--- src/hw/rtl/mtfe_pkg.sv ---
// Package for the meter trailer field extractor.
// Holds the item type, record kinds, section layout constants and the battery table.
// No dependencies; every module of the block imports it.
package mtfe_pkg;

	localparam int MAX_TRAILER_LEN = 255;
	localparam int MONTHS_SHOWN    = 4;
	localparam int NUM_SECTIONS    = 5;
	localparam int HIST_SIZE       = 3 * MONTHS_SHOWN;
	localparam int HIST_NEED       = 36;
	localparam int OFF_W           = 6;
	localparam logic [23:0] HISTORY_LIMIT = 24'd10000000;

	typedef enum logic [2:0] {
		KIND_BATTERY  = 3'd0,
		KIND_FRAUD    = 3'd1,
		KIND_LEAK     = 3'd2,
		KIND_BACKFLOW = 3'd3,
		KIND_HISTORY  = 3'd4
	} kind_t;

	typedef struct packed {
		logic [7:0] data_byte;
		logic       first_byte;
		logic [7:0] trailer_length;
	} item_t;

	typedef struct packed {
		logic             hit;
		kind_t            kind;
		logic [OFF_W-1:0] off;
	} loc_t;

	// Sections in trailer order: bitmap bit, bytes decoded, bytes required.
	localparam logic [7:0] SEC_BIT  [NUM_SECTIONS] = '{8'h01, 8'h02, 8'h80, 8'h04, 8'h10};
	localparam int         SEC_SIZE [NUM_SECTIONS] = '{1, 3, 3, 4, HIST_SIZE};
	localparam int         SEC_NEED [NUM_SECTIONS] = '{1, 3, 3, 4, HIST_NEED};
	localparam kind_t      SEC_KIND [NUM_SECTIONS] =
		'{KIND_BATTERY, KIND_FRAUD, KIND_LEAK, KIND_BACKFLOW, KIND_HISTORY};

	localparam logic [11:0] BATT_MV [16] = '{
		12'd3700, 12'd1900, 12'd2100, 12'd2200, 12'd2300, 12'd2400, 12'd2500, 12'd2650,
		12'd2800, 12'd2900, 12'd3050, 12'd3200, 12'd3350, 12'd3500, 12'd3700, 12'd3700
	};

endpackage

--- src/hw/rtl/mtfe_in_if.sv ---
// Byte channel into the meter trailer field extractor.
// Depends on nothing; carries valid, ready and one trailer byte with its framing.
interface mtfe_in_if;
	logic       valid;
	logic       ready;
	logic [7:0] data_byte;
	logic       first_byte;
	logic [7:0] trailer_length;

	modport source (output valid, data_byte, first_byte, trailer_length, input ready);
	modport sink (input valid, data_byte, first_byte, trailer_length, output ready);
endinterface

--- src/hw/rtl/mtfe_out_if.sv ---
// Record channel out of the meter trailer field extractor.
// Depends on nothing; carries valid, ready and one decoded record.
interface mtfe_out_if;
	logic        valid;
	logic        ready;
	logic [2:0]  record_kind;
	logic [2:0]  month_number;
	logic [31:0] record_value;

	modport source (output valid, record_kind, month_number, record_value, input ready);
	modport sink (input valid, record_kind, month_number, record_value, output ready);
endinterface

--- src/hw/rtl/meter_trailer_field_extractor.sv ---
// Meter trailer field extractor, top level: input register and decode stage.
// Depends on mtfe_pkg, mtfe_in_if, mtfe_out_if and mtfe_core.
//
// Usage: trailer bytes enter on din, one byte per transfer. The byte with
// first_byte set is the section bitmap and carries the trailer length; the
// following bytes are the section contents. Decoded records leave on dout,
// one per completed battery, date or backflow section and one per history
// month shown.
// Path: a byte passes through the input register and the decode stage, and
// its record then sits in the output register, which drives dout. Throughput:
// one byte per cycle while dout is ready; the decode stage does all work for
// a byte combinationally between the two registers.
// Stalls: a record held in the output register blocks only a byte that
// itself produces a record; bytes that produce nothing keep flowing. Once
// the input register also holds a record-producing byte, din.ready drops
// until dout takes the pending record.
// Reset: arst_n clears the input and output valid flags and the trailer
// state, so bytes seen before any bitmap byte produce no record.
module meter_trailer_field_extractor
	import mtfe_pkg::*;
(
	input  logic       clk,
	input  logic       arst_n,
	mtfe_in_if.sink    din,
	mtfe_out_if.source dout
);

	logic  valid_s1;
	item_t item_s1;
	logic  adv;
	logic  accept;

	assign din.ready = !valid_s1 || adv;
	assign accept    = din.valid && din.ready;

	always_ff @(posedge clk or negedge arst_n) begin
		if (!arst_n) begin
			valid_s1 <= 1'b0;
		end else if (accept) begin
			valid_s1 <= 1'b1;
		end else if (adv) begin
			valid_s1 <= 1'b0;
		end
	end

	always_ff @(posedge clk) begin
		if (accept) begin
			item_s1 <= '{data_byte: din.data_byte, first_byte: din.first_byte,
				trailer_length: din.trailer_length};
		end
	end

	mtfe_core u_core (
		.clk      (clk),
		.arst_n   (arst_n),
		.valid_s1 (valid_s1),
		.item_s1  (item_s1),
		.adv      (adv),
		.dout     (dout)
	);

endmodule

--- src/hw/rtl/mtfe_locate.sv ---
// Section locator: maps a trailer position to the section that holds it.
// Depends on mtfe_pkg for the section layout and the loc_t result type.
module mtfe_locate
	import mtfe_pkg::*;
(
	input  logic [7:0] bitmap,
	input  logic [7:0] length,
	input  logic [7:0] pos,
	output loc_t       loc
);

	logic [9:0] cur;
	logic [9:0] last;

	// Sections are packed back to back; an absent one takes no bytes.
	always_comb begin
		cur = 10'd1;
		last = '0;
		loc = '{hit: 1'b0, kind: KIND_BATTERY, off: '0};
		for (int s = 0; s < NUM_SECTIONS; s++) begin
			last = cur + 10'(SEC_NEED[s]) - 10'd1;
			if ((bitmap & SEC_BIT[s]) != 8'd0 && last < {2'b00, length}) begin
				if (!loc.hit && {2'b00, pos} >= cur && {2'b00, pos} < cur + 10'(SEC_SIZE[s])) begin
					loc.hit = 1'b1;
					loc.kind = SEC_KIND[s];
					loc.off = OFF_W'({2'b00, pos} - cur);
				end
				cur = cur + 10'(SEC_SIZE[s]);
			end
		end
	end

endmodule

--- src/hw/rtl/mtfe_core.sv ---
// Decode stage: trailer state, field assembly and the record output register.
// Depends on mtfe_pkg, mtfe_locate and the mtfe_out_if interface.
module mtfe_core
	import mtfe_pkg::*;
(
	input  logic             clk,
	input  logic             arst_n,
	input  logic             valid_s1,
	input  item_t            item_s1,
	output logic             adv,
	mtfe_out_if.source       dout
);

	logic [7:0]  pos_q;
	logic [7:0]  bitmap_q;
	logic [7:0]  len_q;
	logic [31:0] asm_q;

	logic [7:0]  pos_n;
	logic [7:0]  bitmap_n;
	logic [7:0]  len_n;
	logic [31:0] asm_n;

	logic        res_v;
	kind_t       res_kind;
	logic [2:0]  res_month;
	logic [31:0] res_value;

	logic        out_valid_q;
	logic [2:0]  out_kind_q;
	logic [2:0]  out_month_q;
	logic [31:0] out_value_q;

	logic        out_free;
	loc_t        loc;
	logic [11:0] q_prod;
	logic [OFF_W-1:0] month_idx;
	logic [1:0]  om;
	logic [23:0] hist_val;

	mtfe_locate u_locate (
		.bitmap (bitmap_q),
		.length (len_q),
		.pos    (pos_q),
		.loc    (loc)
	);

	// Offset within history split into month and byte by a multiply by 43/128,
	// which equals a divide by three for offsets below 64.
	assign q_prod    = 12'({6'd0, loc.off} * 12'd43);
	assign month_idx = OFF_W'(q_prod >> 7);
	assign om        = 2'(loc.off - OFF_W'(month_idx * 3));

	assign out_free = !out_valid_q || dout.ready;
	assign adv      = valid_s1 && (!res_v || out_free);

	always_comb begin
		pos_n     = pos_q;
		bitmap_n  = bitmap_q;
		len_n     = len_q;
		asm_n     = asm_q;
		res_v     = 1'b0;
		res_kind  = KIND_BATTERY;
		res_month = '0;
		res_value = '0;
		hist_val  = '0;
		if (item_s1.first_byte) begin
			bitmap_n = item_s1.data_byte;
			len_n    = (32'(item_s1.trailer_length) > 32'(MAX_TRAILER_LEN)) ?
				8'(MAX_TRAILER_LEN) : item_s1.trailer_length;
			pos_n    = 8'd1;
			asm_n    = '0;
		end else begin
			if (pos_q != 8'hFF) begin
				pos_n = pos_q + 8'd1;
			end
			if (loc.hit) begin
				res_kind = loc.kind;
				case (loc.kind)
					KIND_BATTERY: begin
						res_v     = 1'b1;
						res_value = {20'd0, BATT_MV[item_s1.data_byte[3:0]]};
					end
					KIND_FRAUD, KIND_LEAK: begin
						// Dates arrive most significant byte first.
						asm_n     = (loc.off == '0) ? {24'd0, item_s1.data_byte} :
							{asm_q[23:0], item_s1.data_byte};
						res_v     = (loc.off == OFF_W'(2));
						res_value = {8'd0, asm_n[23:0]};
					end
					KIND_BACKFLOW: begin
						asm_n = (loc.off == '0) ? {24'd0, item_s1.data_byte} :
							asm_q | (32'(item_s1.data_byte) << {loc.off[1:0], 3'b000});
						res_v     = (loc.off == OFF_W'(3));
						res_value = asm_n;
					end
					KIND_HISTORY: begin
						asm_n = (om == 2'd0) ? {24'd0, item_s1.data_byte} :
							asm_q | (32'(item_s1.data_byte) << {om, 3'b000});
						hist_val  = (asm_n[23:0] >= HISTORY_LIMIT) ? 24'd0 : asm_n[23:0];
						res_v     = (om == 2'd2);
						res_month = 3'(month_idx + OFF_W'(1));
						res_value = {8'd0, hist_val};
					end
					default: begin
						res_v = 1'b0;
					end
				endcase
			end
		end
	end

	always_ff @(posedge clk or negedge arst_n) begin
		if (!arst_n) begin
			pos_q       <= '0;
			bitmap_q    <= '0;
			len_q       <= '0;
			asm_q       <= '0;
			out_valid_q <= 1'b0;
		end else begin
			if (adv) begin
				pos_q    <= pos_n;
				bitmap_q <= bitmap_n;
				len_q    <= len_n;
				asm_q    <= asm_n;
			end
			if (out_free) begin
				out_valid_q <= adv && res_v;
			end
		end
	end

	always_ff @(posedge clk) begin
		if (adv && res_v) begin
			out_kind_q  <= res_kind;
			out_month_q <= res_month;
			out_value_q <= res_value;
		end
	end

	assign dout.valid        = out_valid_q;
	assign dout.record_kind  = out_kind_q;
	assign dout.month_number = out_month_q;
	assign dout.record_value = out_value_q;

endmodule
--- src/flat_wrapper.sv ---
// flat-port wrapper written by rule: the top's interface ports become plain ports
module meter_trailer_field_extractor_flat import mtfe_pkg::*;
  (clk, arst_n, din_valid, din_data_byte, din_first_byte, din_trailer_length, din_ready, dout_valid, dout_record_kind, dout_month_number, dout_record_value, dout_ready);
  mtfe_in_if din_i ();
  mtfe_out_if dout_i ();
  input  logic clk;
  input  logic arst_n;
  input wire logic [$bits(din_i.valid)-1:0] din_valid;
  input wire logic [$bits(din_i.data_byte)-1:0] din_data_byte;
  input wire logic [$bits(din_i.first_byte)-1:0] din_first_byte;
  input wire logic [$bits(din_i.trailer_length)-1:0] din_trailer_length;
  output wire logic [$bits(din_i.ready)-1:0] din_ready;
  output wire logic [$bits(dout_i.valid)-1:0] dout_valid;
  output wire logic [$bits(dout_i.record_kind)-1:0] dout_record_kind;
  output wire logic [$bits(dout_i.month_number)-1:0] dout_month_number;
  output wire logic [$bits(dout_i.record_value)-1:0] dout_record_value;
  input wire logic [$bits(dout_i.ready)-1:0] dout_ready;
  assign din_i.valid = din_valid;
  assign din_i.data_byte = din_data_byte;
  assign din_i.first_byte = din_first_byte;
  assign din_i.trailer_length = din_trailer_length;
  assign din_ready = din_i.ready;
  assign dout_valid = dout_i.valid;
  assign dout_record_kind = dout_i.record_kind;
  assign dout_month_number = dout_i.month_number;
  assign dout_record_value = dout_i.record_value;
  assign dout_i.ready = dout_ready;
  meter_trailer_field_extractor u_core (.clk(clk), .arst_n(arst_n), .din(din_i), .dout(dout_i));
endmodule
--- config.mk ---
export PLATFORM = sky130hd
export DESIGN_NAME = meter_trailer_field_extractor_flat
export DESIGN_NICKNAME = d
export VERILOG_FILES = /design/src/hw/rtl/mtfe_pkg.sv /design/src/hw/rtl/mtfe_in_if.sv /design/src/hw/rtl/mtfe_out_if.sv /design/src/hw/rtl/meter_trailer_field_extractor.sv /design/src/hw/rtl/mtfe_locate.sv /design/src/hw/rtl/mtfe_core.sv /design/src/flat_wrapper.sv
export SDC_FILE = /design/constraint.sdc
export NUM_CORES = 1
export LEC_CHECK = 0
export ABC_AREA = 0
export BUFFER_PORTS_ARGS = -buffer_cell sky130_fd_sc_hd__buf_2
export CAP_MARGIN = 5
export CORE_MARGIN = 4
export CORE_UTILIZATION = 35
export CTS_BUF_LIST = sky130_fd_sc_hd__clkbuf_8
export CTS_CLUSTER_DIAMETER = 200
export CTS_CLUSTER_SIZE = 12
export DETAILED_ROUTE_END_ITERATION = 12
export PLACE_DENSITY = 0.62
export REMOVE_ABC_BUFFERS = 1
export SLEW_MARGIN = 40
export SYNTH_ARGS = -nofsm -noshare
export SYNTH_HDL_FRONTEND = slang
export SYNTH_SLANG_ARGS = --single-unit
--- constraint.sdc ---
create_clock -name clk -period 20.1 [get_ports clk]
set_input_delay 1.005 -clock clk [delete_from_list [all_inputs] [get_ports clk]]
set_output_delay 1.005 -clock clk [all_outputs]
set_load 0.05 [all_outputs]
==> flow_results.org <==
** Routing
- Final wirelength :: 26,900 µm
- The first routing iteration left 1,010 violations.
- Detailed-route vias per instance :: 5.89
- Antenna violation net count after detailed routing :: 0
- Routed wire length per instance :: 19.7 µm
- The routed layout has 8,064 vias.
- Met2 Wirelength :: 12,300 µm
- DRT met1 WL :: 11,900 µm
- TritonRoute pass-1 iters :: 7
- DRC errors left :: 0
- Summed over all nets, wire length on met3 after detailed routing comes to 2150 µm.
- Topmost layer with routed signal wires :: met4

** Placement
- Detailed placement ended at an HPWL of 19,600 µm.
- Routability-driven placement finished with a final weighted congestion of 0.942.
- Port buffering added 60 buffers.

** Timing
- Setup violations remaining at the end of the flow were counted as 0.
- The final count of pins violating max slew came to 0.
- Adding up every negative setup slack in the final design gives 0 ns.
- Maximum operating frequency :: 62.4 MHz
- Final worst-path cycle share :: 0.798
- The smallest clock period supported by the final layout is computed as 16.03 ns.
- Number of hold violations in the final report :: 0
- On the final layout, the worst clock skew is 0.0195 ns.
- Worst Max-Slew Pin Slew :: 0.896 ns
- Setup repair after global routing left no endpoint under its margin.
- Slew headroom :: 0.398

** CTS
- Post_cts resized :: 0
- At the later pin of the worst-skew pair, clock insertion delay measures 0.42 ns.
- Max Root-Sink Buffers :: 2
- Clock-pin transition on the worst setup and hold timing paths :: 0.12 ns
- Buffer type at the clock tree root :: clkbuf_8
- After clock tree synthesis, the flow added hold-fix buffers numbering 0.
- The H-tree was split into 3 levels.
- Post-CTS Repair Setup Buffers :: 0
- CTS tree :: yes
- Number of clock sinks :: 110
- In this run, CTS created clock tree buffers numbering 9.

** Finish
- Total Nets Final :: 1,145
- Antenna cell count :: 0
- Area occupied by multi-input gates :: 5630 µm²
- Compared with the post-synthesis result, the final layout area differs by 9.45%.
- Measured on the finished design, the core utilization comes to 0.392.
- Registers take 3030 µm².
- Of the cells placed in the final design, the portion with a size suffix greater than 1 is 0.140.
- Filler cells :: 2,493

** Global routing
- Overall fraction of global-route tracks in use :: 0.188
- The initial antenna violation count was 0.
- First-pass GRT wire length :: 43,300 µm
- Gr ovfl total :: 0
- The via count of the first global-routing pass was 7,840.
- Pin count of the biggest net entering global routing :: 56

** Logic synthesis
- Library cells used by synthesis :: 89
- The Yosys step of the flow raised 0 warnings.
- The synthesized design contains 55 enable-type register cells.
- In the synthesized netlist, the number of instances is 1,004.
- After synthesis, the mean cell area works out to 9.04 µm².
- Number of register bits inferred by synthesis :: 110
- Netlist area before placement :: 9070 µm²
- For this run, the register share of the synthesized area comes to 0.334.
- For this run, asynchronously set or reset flops after synthesis account for 0.500.
- For this run, the leading register cell type out of synthesis is edfxtp_1.

** Critical path
- The critical path in this run is classified as reg -> out.
- STA puts the critical path data required time at 19.09 ns.
- Count of buffering cells on the critical path with inverters included :: 10
- The worst setup path is captured at an output port.
- Standard cell with the maximum stage delay on the critical path :: nor3_1
- Arrival time reported for the critical path endpoint :: 15.03 ns
- For this run, the slowest stage of the critical path takes 0.83 ns.
- Along the worst path, the maximum fanout reaches 16.
- Kind of cell with the highest combined delay on the critical path :: compound AO/OA/AOI/OAI gates
- The cell that appears most often on the critical path is ha_1.
- The worst setup path is launched from a register.

** Flow run
- The tool flagged a number of max-cap violations equal to 0.

** Die
- Initial core utilization :: 0.358
- 61 I/O pins were placed.
- The floorplan has 58 rows.
- Core Region :: 25,300 µm²
- Die Width :: 169 µm
- Die outline height :: 169 µm
- The floorplan step defined a die boundary enclosing 28,600 µm².

** Outcome
- Result of the run :: finished, final reports clean

** Hold path
- The worst hold path belongs to the class reg -> reg.
-- flip-flops by register name, summed over array words and instances, names as in the netlist --
name and flops:
u_core.item_s1 17, u_core.u_core.asm_q 32, u_core.u_core.bitmap_q 5, u_core.u_core.dout.month_number 3, u_core.u_core.dout.record_kind 3, u_core.u_core.dout.record_value 32
u_core.u_core.dout.valid 1, u_core.u_core.len_q 8, u_core.u_core.pos_q 8, u_core.valid_s1 1
-- synth_stat cells (24+ instances only) --
library cell / instances / area share
edfxtp_1: 55 / 0.18
inv_1: 57 / 0.024
nand3_1: 27 / 0.015
a211oi_1: 26 / 0.022
dfrtp_1: 55 / 0.15
nor2_1: 85 / 0.035
nand2b_1: 24 / 0.017
ha_1: 81 / 0.11
clkbuf_1: 42 / 0.017
a21oi_1: 103 / 0.057
o21ai_0: 50 / 0.028
o22ai_1: 25 / 0.017
nand2_1: 74 / 0.031
-- routing by layer --
layer  GRT usage  vias to the layer above
met3      0.0313                       49
met5           0                        -
met2       0.304                      384
met1       0.260                     3835
li1            -                     3796
met4      0.0515                        0
-- cell families after synthesis --
family,synth area share
buffers and inverters,0.0527
DFF,0.334
muxes,0.0250
and+or+nand+nor,0.162
adders and majority gates,0.132
other,0.000413
AOI/OAI and AO/OA,0.269
xor gates and xnor gates,0.0259
-- worst min-delay path: stages (launching register included) --
cell	delay, ns
edfxtp_1	0.34
nand2_1	0.04
o21ai_0	0.05
-- layout by cell type (no fill, tap or decap), drive strengths merged, types with 10 or more instances in the layout --
master	netlist	final
o22ai	25	25
nand2	74	74
a21oi	105	105
nand3	27	27
a22o	10	10
a211oi	28	28
buf	15	77
a21o	11	11
edfxtp	55	55
and3	12	12
ha	81	81
nor2	86	86
nand2b	24	24
nor3	16	16
o21ai	54	54
xnor2	17	17
dfrtp	55	55
mux2i	17	17
inv	59	61
a221o	10	10
-- metrics by stage --
| step | hold slack (ns) | worst slack (ns) | instances | area, µm² |
|---|---|---|---|---|
| after floorplan | 0.426 | 5.59 | 946 | 8820 |
| after global placement | 0.429 | 4.64 | 1350 | 9650 |
| after detailed placement | 0.442 | 4.39 | 1351 | 9700 |
| after CTS | 0.471 | 3.88 | 1367 | 9900 |
| after global routing | 0.489 | 3.11 | 1369 | 9930 |
| final | 0.463 | 4.07 | 1369 | 9930 |
-- path summary, 6_finish.rpt --
kind | from | to | slack, ns | depth (start not counted)
setup reg to reg | u_core.u_core.len_q[7]$_DFFE_PN0P_ | u_core.u_core.dout.record_value[10]$_SDFFCE_PP0P_ | 4.84 | 58
min in group asynchronous | arst_n | u_core.u_core.len_q[2]$_DFFE_PN0P_ | 0.62 | 2
hold / removal | u_core.item_s1[3]$_DFFE_PP_ | u_core.u_core.len_q[3]$_DFFE_PN0P_ | 0.46 | 2
setup / recovery | u_core.u_core.len_q[7]$_DFFE_PN0P_ | din_ready | 4.07 | 58
max in group asynchronous | arst_n | u_core.u_core.asm_q[10]$_DFFE_PN0P_ | 19.03 | 2
hold reg to reg | u_core.item_s1[3]$_DFFE_PP_ | u_core.u_core.len_q[3]$_DFFE_PN0P_ | 0.46 | 2
-- cell type report --
type / count / area share
multi-input combinational: 777 / 0.566
inverter: 59 / 0.0223
clock buffer: 9 / 0.0125
clock inverter: 7 / 0.00769
tap: 330 / 0.0416
sequential: 110 / 0.305
timing repair buffer: 77 / 0.0446
Power is left out: the tool's default activity adds up to more than one toggle a clock period on the data nets, which glitch-free logic cannot reach.
